### src/hw/rtl/obbsm_pkg.sv
// Shared constants, types and CORDIC helpers of the separation margin block.
package obbsm_pkg;

  localparam int ANGLE_BITS    = 16;
  localparam int CORDIC_STEPS  = 16;
  localparam int STEPS_PER_STG = 2;
  localparam int CORDIC_STG    = CORDIC_STEPS / STEPS_PER_STG;

  // Stage numbers of the pipeline; stage 0 takes the request.
  localparam int ST_QUAD = CORDIC_STG + 1;
  localparam int SC_STG  = ST_QUAD + 1;
  localparam int ST_PROD = ST_QUAD + 1;
  localparam int ST_ABS  = ST_PROD + 1;
  localparam int ST_SUP  = ST_ABS + 1;
  localparam int ST_GAP  = ST_SUP + 1;
  localparam int ST_MAX  = ST_GAP + 1;
  localparam int ST_OUT  = ST_MAX + 1;
  localparam int NSTG    = ST_OUT + 1;

  localparam int ZW    = 34;
  localparam int GAP_W = 58;

  localparam logic signed [ZW-1:0] CORDIC_X0 = 34'sd652032874;

  localparam logic signed [ZW-1:0] ATAN_TURN [CORDIC_STEPS] = '{
    34'sh020000000, 34'sh012E4051E, 34'sh009FB385B, 34'sh0051111D4,
    34'sh0028B0D43, 34'sh00145D7E1, 34'sh000A2F61E, 34'sh000517C55,
    34'sh00028BE53, 34'sh000145F2F, 34'sh0000A2F98, 34'sh0000517CC,
    34'sh000028BE6, 34'sh0000145F3, 34'sh00000A2FA, 34'sh00000517D
  };

  typedef struct packed {
    logic signed [ZW-1:0] x;
    logic signed [ZW-1:0] y;
    logic signed [ZW-1:0] z;
  } cordic_t;

  typedef struct packed {
    logic signed [24:0] dx;
    logic signed [24:0] dy;
    logic [15:0] ahl;
    logic [15:0] ahw;
    logic [15:0] bhl;
    logic [15:0] bhw;
  } geo_t;

  function automatic cordic_t cordic_step(input cordic_t a, input logic [3:0] i);
    cordic_t r;
    if (!a.z[ZW-1]) begin
      r.x = a.x - (a.y >>> i);
      r.y = a.y + (a.x >>> i);
      r.z = a.z - ATAN_TURN[i];
    end else begin
      r.x = a.x + (a.y >>> i);
      r.y = a.y - (a.x >>> i);
      r.z = a.z + ATAN_TURN[i];
    end
    return r;
  endfunction

endpackage

### src/hw/rtl/obbsm_sincos.sv
// Pipelined CORDIC sine and cosine of one heading, rounded to Q1.15.
module obbsm_sincos (
  input  logic                           clk,
  input  logic [obbsm_pkg::SC_STG-1:0]   en,
  input  logic [15:0]                    heading,
  output logic signed [15:0]             cos_q15,
  output logic signed [15:0]             sin_q15
);

  obbsm_pkg::cordic_t st_r [obbsm_pkg::CORDIC_STG+1];
  logic [1:0]         q_r  [obbsm_pkg::CORDIC_STG+1];

  logic [31:0] ang;
  logic [1:0]  quad;
  logic [31:0] rem;

  function automatic logic signed [15:0] to_q15(input logic signed [obbsm_pkg::ZW-1:0] v);
    logic signed [obbsm_pkg::ZW-1:0] t;
    t = (v + obbsm_pkg::ZW'(16384)) >>> 15;
    if (t > obbsm_pkg::ZW'(32767)) t = obbsm_pkg::ZW'(32767);
    if (t < -obbsm_pkg::ZW'(32767)) t = -obbsm_pkg::ZW'(32767);
    return t[15:0];
  endfunction

  // Heading bits above the angle width drop off the top of the turn word.
  assign ang  = 32'(heading) << (32 - obbsm_pkg::ANGLE_BITS);
  assign quad = 2'((ang + 32'h2000_0000) >> 30);
  assign rem  = ang - {quad, 30'b0};

  always_ff @(posedge clk) begin
    if (en[0]) begin
      q_r[0]    <= quad;
      st_r[0].x <= obbsm_pkg::CORDIC_X0;
      st_r[0].y <= '0;
      st_r[0].z <= {{(obbsm_pkg::ZW-32){rem[31]}}, rem};
    end
  end

  for (genvar g = 1; g <= obbsm_pkg::CORDIC_STG; g++) begin : g_stage
    always_ff @(posedge clk) begin
      if (en[g]) begin
        q_r[g]  <= q_r[g-1];
        st_r[g] <= obbsm_pkg::cordic_step(
                     obbsm_pkg::cordic_step(st_r[g-1], 4'(2*(g-1))), 4'(2*(g-1)+1));
      end
    end
  end

  logic signed [15:0] xq, yq;
  assign xq = to_q15(st_r[obbsm_pkg::CORDIC_STG].x);
  assign yq = to_q15(st_r[obbsm_pkg::CORDIC_STG].y);

  always_ff @(posedge clk) begin
    if (en[obbsm_pkg::ST_QUAD]) begin
      case (q_r[obbsm_pkg::CORDIC_STG])
        2'd0: begin cos_q15 <= xq;  sin_q15 <= yq;  end
        2'd1: begin cos_q15 <= -yq; sin_q15 <= xq;  end
        2'd2: begin cos_q15 <= -xq; sin_q15 <= -yq; end
        default: begin cos_q15 <= yq; sin_q15 <= -xq; end
      endcase
    end
  end

endmodule

### config.mk
export PLATFORM = sky130hd
export DESIGN_NAME = obbsm_sincos
export DESIGN_NICKNAME = d
export VERILOG_FILES = /design/src/hw/rtl/obbsm_pkg.sv /design/src/hw/rtl/obbsm_sincos.sv
export SDC_FILE = /design/constraint.sdc
export NUM_CORES = 2
export LEC_CHECK = 0
export BUFFER_PORTS_ARGS = -buffer_cell sky130_fd_sc_hd__buf_2
export CORE_MARGIN = 3
export CORE_UTILIZATION = 60
export CTS_CLUSTER_SIZE = 14
export DETAILED_ROUTE_END_ITERATION = 7
export HOLD_SLACK_MARGIN = 0.03
export PLACE_DENSITY = 0.72
export SYNTH_ARGS = -nofsm -noshare
export SYNTH_HDL_FRONTEND = slang
export SYNTH_SLANG_ARGS = --single-unit
### constraint.sdc
create_clock -name clk -period 25.2 [get_ports clk]
set_input_delay 2.52 -clock clk [delete_from_list [all_inputs] [get_ports clk]]
set_output_delay 2.52 -clock clk [all_outputs]
set_load 0.1 [all_outputs]
=== Word-level counts from Yosys, hierarchy flattened ===
Memory sizes are Yosys's and may differ from the RTL's.
Cells that the tools add are included.

* Flip-flop bits (word level): 32
* Latch bits: 0
* RAM bits: 936
* Memory bits (read-only): 0
* Input port bits: 27
* Logic and storage cells: 168
* Memories kept: 2

{| class="wikitable"
|+ Memories
! memory !! words !! bits a word !! rd ports !! clocked after memory_dff !! wr ports !! line !! RTL
|-
| st_r || 9 || 102 || 9 || 0 || 9 || obbsm_sincos.sv:10 || <nowiki>obbsm_pkg::cordic_t st_r [obbsm_pkg::CORDIC_STG+1];</nowiki>
|-
| q_r || 9 || 2 || 9 || 0 || 9 || obbsm_sincos.sv:11 || <nowiki>logic [1:0] q_r [obbsm_pkg::CORDIC_STG+1];</nowiki>
|}

* $add $sub $neg: 101
* Multiply operators: 0
* Div/mod/pow operators: 0
* Order comparisons: 4
* Equality and inequality tests: 2
* Shift operators: 0
* Muxes and demuxes: 56
* Bitwise logic cells: 0
* Reductions and logical operators: 1

{| class="wikitable"
|+ Operators by type and width
! cell !! count
|-
| $mux 102 || 32
|-
| $add 34x16->34 const B || 3
|-
| $pmux 16 s3 || 2
|-
| $add 34x19->34 || 2
|-
| $add 34x20->34 || 2
|-
| $add 34x21->34 || 2
|-
| $add 34x22->34 || 2
|-
| $add 34x23->34 || 2
|-
| $add 34x24->34 || 2
|-
| $add 34x25->34 || 2
|-
| $add 34x26->34 || 2
|-
| $add 34x27->34 || 2
|-
| $add 34x28->34 || 2
|-
| $add 34x29->34 || 2
|-
| $add 34x30->34 || 2
|-
| $add 34x31->34 || 2
|-
| $add 34x32->34 || 2
|-
| $add 34x33->34 || 2
|-
| $lt 34x16->1 const B || 2
|-
| $mux 34 || 2
|-
| $sub 34x19->34 || 2
|-
| $sub 34x20->34 || 2
|-
| $sub 34x21->34 || 2
|-
| $sub 34x22->34 || 2
|-
| 53 further kinds || 85
|}

=== Logic depth before layout (Yosys ltp) ===
An unclocked memory read counts as a cell.

* Depth after elaboration: 8
* Mapped depth: 37

=== Least setup slack after synthesis ===
Ideal clock, no wire load.

* Path type: register to register
* Start point: mem st_r[6][33] (netlist name)
* End point: mem st_r[7][100] (netlist name), data pin
* Setup time: 258 ps
* Arrival time: 8606 ps
* Path slack: 16337 ps
* Cell stages (with the launch flop): 35
* Path buffers: 4
* Period minus slack after synthesis: 8863 ps
* Path through: edfxtp_1 -> clkbuf_1 -> clkbuf_1 -> inv_1 -> ha_1 -> and3_1 -> a2111oi_2 -> a311oi_1 -> o21a_1 -> nand4_1 -> a31oi_1 -> a211o_1 -> a21oi_1 -> o21ai_1 -> a311o_1 -> inv_1 -> clkbuf_1 -> buf_1 -> nor2_1 -> xor2_1 -> ha_1 -> nor2b_1 -> o21ai_0 -> a21boi_0 -> o21ai_0 -> a21boi_0 -> o21ai_0 -> a31oi_1 -> or2_2 -> a211oi_1 -> o31ai_1 -> or4b_2 -> a31o_2 -> a21oi_1 -> xnor2_1

{| class="wikitable"
|+ RTL lines
! what !! line
|-
| start: declaration || obbsm_sincos.sv:10
|}

==> PnR_summary.wiki <==
{| class="wikitable"
! Metric !! Value
|-
| Proportion of synthesized chip area in sequential cells || 0.221
|-
| Worst-Skew Late Latency || 0.74 ns
|-
| Number of detailed-routing iterations run before antenna repair || 6
|-
| Maximum cell stage delay along the critical path || 0.68 ns
|-
| Relative slew margins || 0.266
|-
| Arrival time reported for the critical path endpoint || 10.49 ns
|-
| Worst-case clock buffer depth || 3
|-
| Mean post-synth cell area || 8.36 um2
|-
| Last weighted congestion value of the routability-driven placer || 1.01
|-
| CTS buffer count || 89
|-
| Slew Viols, Final || 0
|-
| CTS HTree Levels || 3
|-
| Setup Fix Bufs, Post-CTS || 0
|-
| Worst Hold Path EP || q_r[0][12]$_DFFE_PP_
|-
| Number of input and output port buffers inserted || 58
|-
| RR Startpoint || st_r[6][33]$_DFFE_PP_
|-
| All-layer global routing usage || 0.329
|-
| Total number of vias || 90800
|-
| Clock root buffer master || clkbuf_16
|-
| Row Count || 149
|-
| Met2 WL post-DR || 141000 um
|-
| Proportion of synthesized flip-flops having asynchronous set or reset || 0
|-
| CTS clk-pin slew, worst paths || 0.06 ns
|-
| GRT overflow || 0
|-
| Pre-CTS setup slack || 15.25 ns
|-
| Remaining antenna violation count || 0
|-
| Area overhead of the layout relative to synthesis || 5.68%
|-
| Clock tree from TritonCTS || yes
|-
| Pin count of the biggest net entering global routing || 76
|-
| CP Class || register to register
|-
| Worst Skew || 0.0451 ns
|-
| Die height || 416 um
|-
| Number of stages on the worst hold path || 0
|-
| Number of vias per cell after detailed routing || 6.33
|-
| Type of element launching the critical path || register
|-
| Number of clock sinks || 742
|-
| Cell depth of the worst flop-to-flop path || 33
|-
| Post-Synthesis Cells || 12100
|-
| Number of remaining DRC errors || 0
|-
| Startpoint of the lowest-slack hold path || q_r[0][10]$_DFFE_PP_
|-
| Met3 wire length || 13000 um
|-
| Core area || 0.166 mm2
|-
| Overall die area || 0.173 mm2
|-
| Initial core utilization || 0.608
|-
| Total half-perimeter wirelength after legalization and detailed placement || 241000 um
|-
| Ratio of final minimum period to clock period || 0.398
|-
| Critical path required time || 25.66 ns
|-
| Number of global-route vias before repair || 86300
|-
| Most area-consuming cells after synthesis || edfxtp_1 (22%), ha_1 (17%), xnor2_1 (10%)
|-
| Horizontal die dimension || 416 um
|-
| Net count, final || 13500
|-
| Highest metal layer with signal wires || met4
|-
| Post-synthesis sequential element count || 742
|-
| Status || completed
|-
| Synth area leader || edfxtp_1
|-
| Fraction of final layout cells with drive strength greater than 1 || 0.0391
|-
| Number of warnings reported in the yosys synthesis log || 0
|-
| Drt wl/cell || 20.6 um
|-
| Unique cell type count in the Yosys netlist || 119
|-
| Boundary Pins || 59
|-
| Final Critical Period || 10.03 ns
|-
| Number of gates resized after cts || 0
|-
| Cell area after synthesis || 0.101 mm2
|-
| Antenna violations before repair || 2
|-
| Routed metal-1 wirelength || 124000 um
|-
| Hold crit path type || register to register
|-
| Worst reg-to-reg setup slack || 15.17 ns
|-
| Hold WS || 0.419 ns
|-
| Setup violators final || 0
|-
| Most used flip-flop cell after synthesis || edfxtp_1
|-
| Reg2reg end || st_r[7][100]$_DFFE_PP_
|-
| Most frequent cells after synthesis || ha_1 (1378), a21oi_1 (1279), xnor2_1 (1166), nor2_1 (1050), o21ai_0 (749)
|-
| RSZ-0062 raised after global routing || no
|-
| Total of max-cap violations || 0
|-
| Critical path peak fanout || 62
|-
| Fill cell instance count of the final layout || 14200
|-
| Wire length of the first global-routing pass || 464000 um
|-
| Overall routed net length || 296000 um
|-
| Number of flops mapped to enable cells by yosys || 742
|-
| Worst-margin pin slew || 1.09 ns
|-
| Max stage delay cell, worst path || inv_1
|-
| Total negative slack || 0 ns
|-
| CTS Hold Buffers Added || 0
|-
| F_max || 99.7 MHz
|-
| Post-synth net total || 13500
|-
| Most frequent cell after synthesis || ha_1
|-
| Setup slack after layout || 15.17 ns
|-
| Number of hold violations in the final report || 0
|-
| Drt first-iter violations || 7351
|-
| Proportion of netlist area held by the largest area contributor || 0.221
|-
| Setup crit end kind || register
|}
worst max-delay path by stage:
stage                                      from  slack, ns                     end  cells past startpoint
after floorplan           st_r[6][33]$_DFFE_PP_      16.34  st_r[7][100]$_DFFE_PP_                     34
after global placement    st_r[6][33]$_DFFE_PP_      15.31  st_r[7][100]$_DFFE_PP_                     33
after detailed placement  st_r[6][33]$_DFFE_PP_      15.25  st_r[7][100]$_DFFE_PP_                     33
after CTS                 st_r[6][33]$_DFFE_PP_      15.20  st_r[7][100]$_DFFE_PP_                     33
after global routing      st_r[6][33]$_DFFE_PP_      14.35  st_r[7][101]$_DFFE_PP_                     32
final                     st_r[6][33]$_DFFE_PP_      15.17  st_r[7][100]$_DFFE_PP_                     33
cell families after synthesis:
logic type	Yosys count	synth area share
xor gates and xnor gates	1746	0.152
adders and majority gates	1415	0.178
AOI/OAI and AO/OA	3840	0.242
buffers and inverters	816	0.0305
and+or+nand+nor	3430	0.167
DFF	742	0.221
muxes	97	0.0102
layout by cell type (no fill, tap or decap), drive strengths merged, types with 215 or more instances in the layout:
| cell | Yosys | final |
|---|---|---|
| a21oi | 1282 | 1282 |
| ha | 1378 | 1378 |
| inv | 594 | 608 |
| a21o | 492 | 492 |
| nor3 | 299 | 299 |
| xor2 | 578 | 578 |
| edfxtp | 742 | 742 |
| nor2 | 1051 | 1051 |
| xnor2 | 1167 | 1167 |
| o21ai | 772 | 772 |
| nand2 | 710 | 710 |
| nand3 | 224 | 224 |
| o21a | 215 | 215 |
critical path, delay by kind of cell, from the launching register on:
family	cells	cell delay, ns
buf+inv	5	1.92
simple gates	6	1.56
fa+ha+maj	2	0.94
compound gates	18	4.67
xor+xnor	2	0.25
flops	1	0.32
routing by layer:
layer | global-route usage | up-vias
met4 | 0.173 | 0
met5 | 0 | -
met3 | 0.0295 | 651
li1 | - | 44600
met2 | 0.569 | 2588
met1 | 0.406 | 43000
flip-flops by register name (all words and copies together) (netlist names):
signal,count
st_r,692
cos_q15,16
q_r,18
sin_q15,16
metrics by stage:
| step | cell area, um2 | util | std cells |
|---|---|---|---|
| after detailed placement | 104000 | 0.624 | 14200 |
| after global placement | 104000 | 0.624 | 14200 |
| final | 107000 | 0.643 | 14300 |
| after global routing | 107000 | 0.642 | 14300 |
| after floorplan | 101000 | - | 12100 |
| after CTS | 107000 | 0.642 | 14300 |
final cells by class:
cell class	instances	area [um2]	area share
Clock inverter	66	739	0.00693
Timing Repair Buffer	122	786	0.00736
Inverter	597	2240	0.0210
Sequential cell	742	22300	0.209
Tap cell	2189	2740	0.0257
Antenna cell	3	7.51	0.0000703
Multi-Input combinational cell	10500	75700	0.709
Clock buffer	99	2260	0.0212
Power is left out: the tool's default activity adds up to more than one toggle a clock period on the data nets, which glitch-free logic cannot reach.
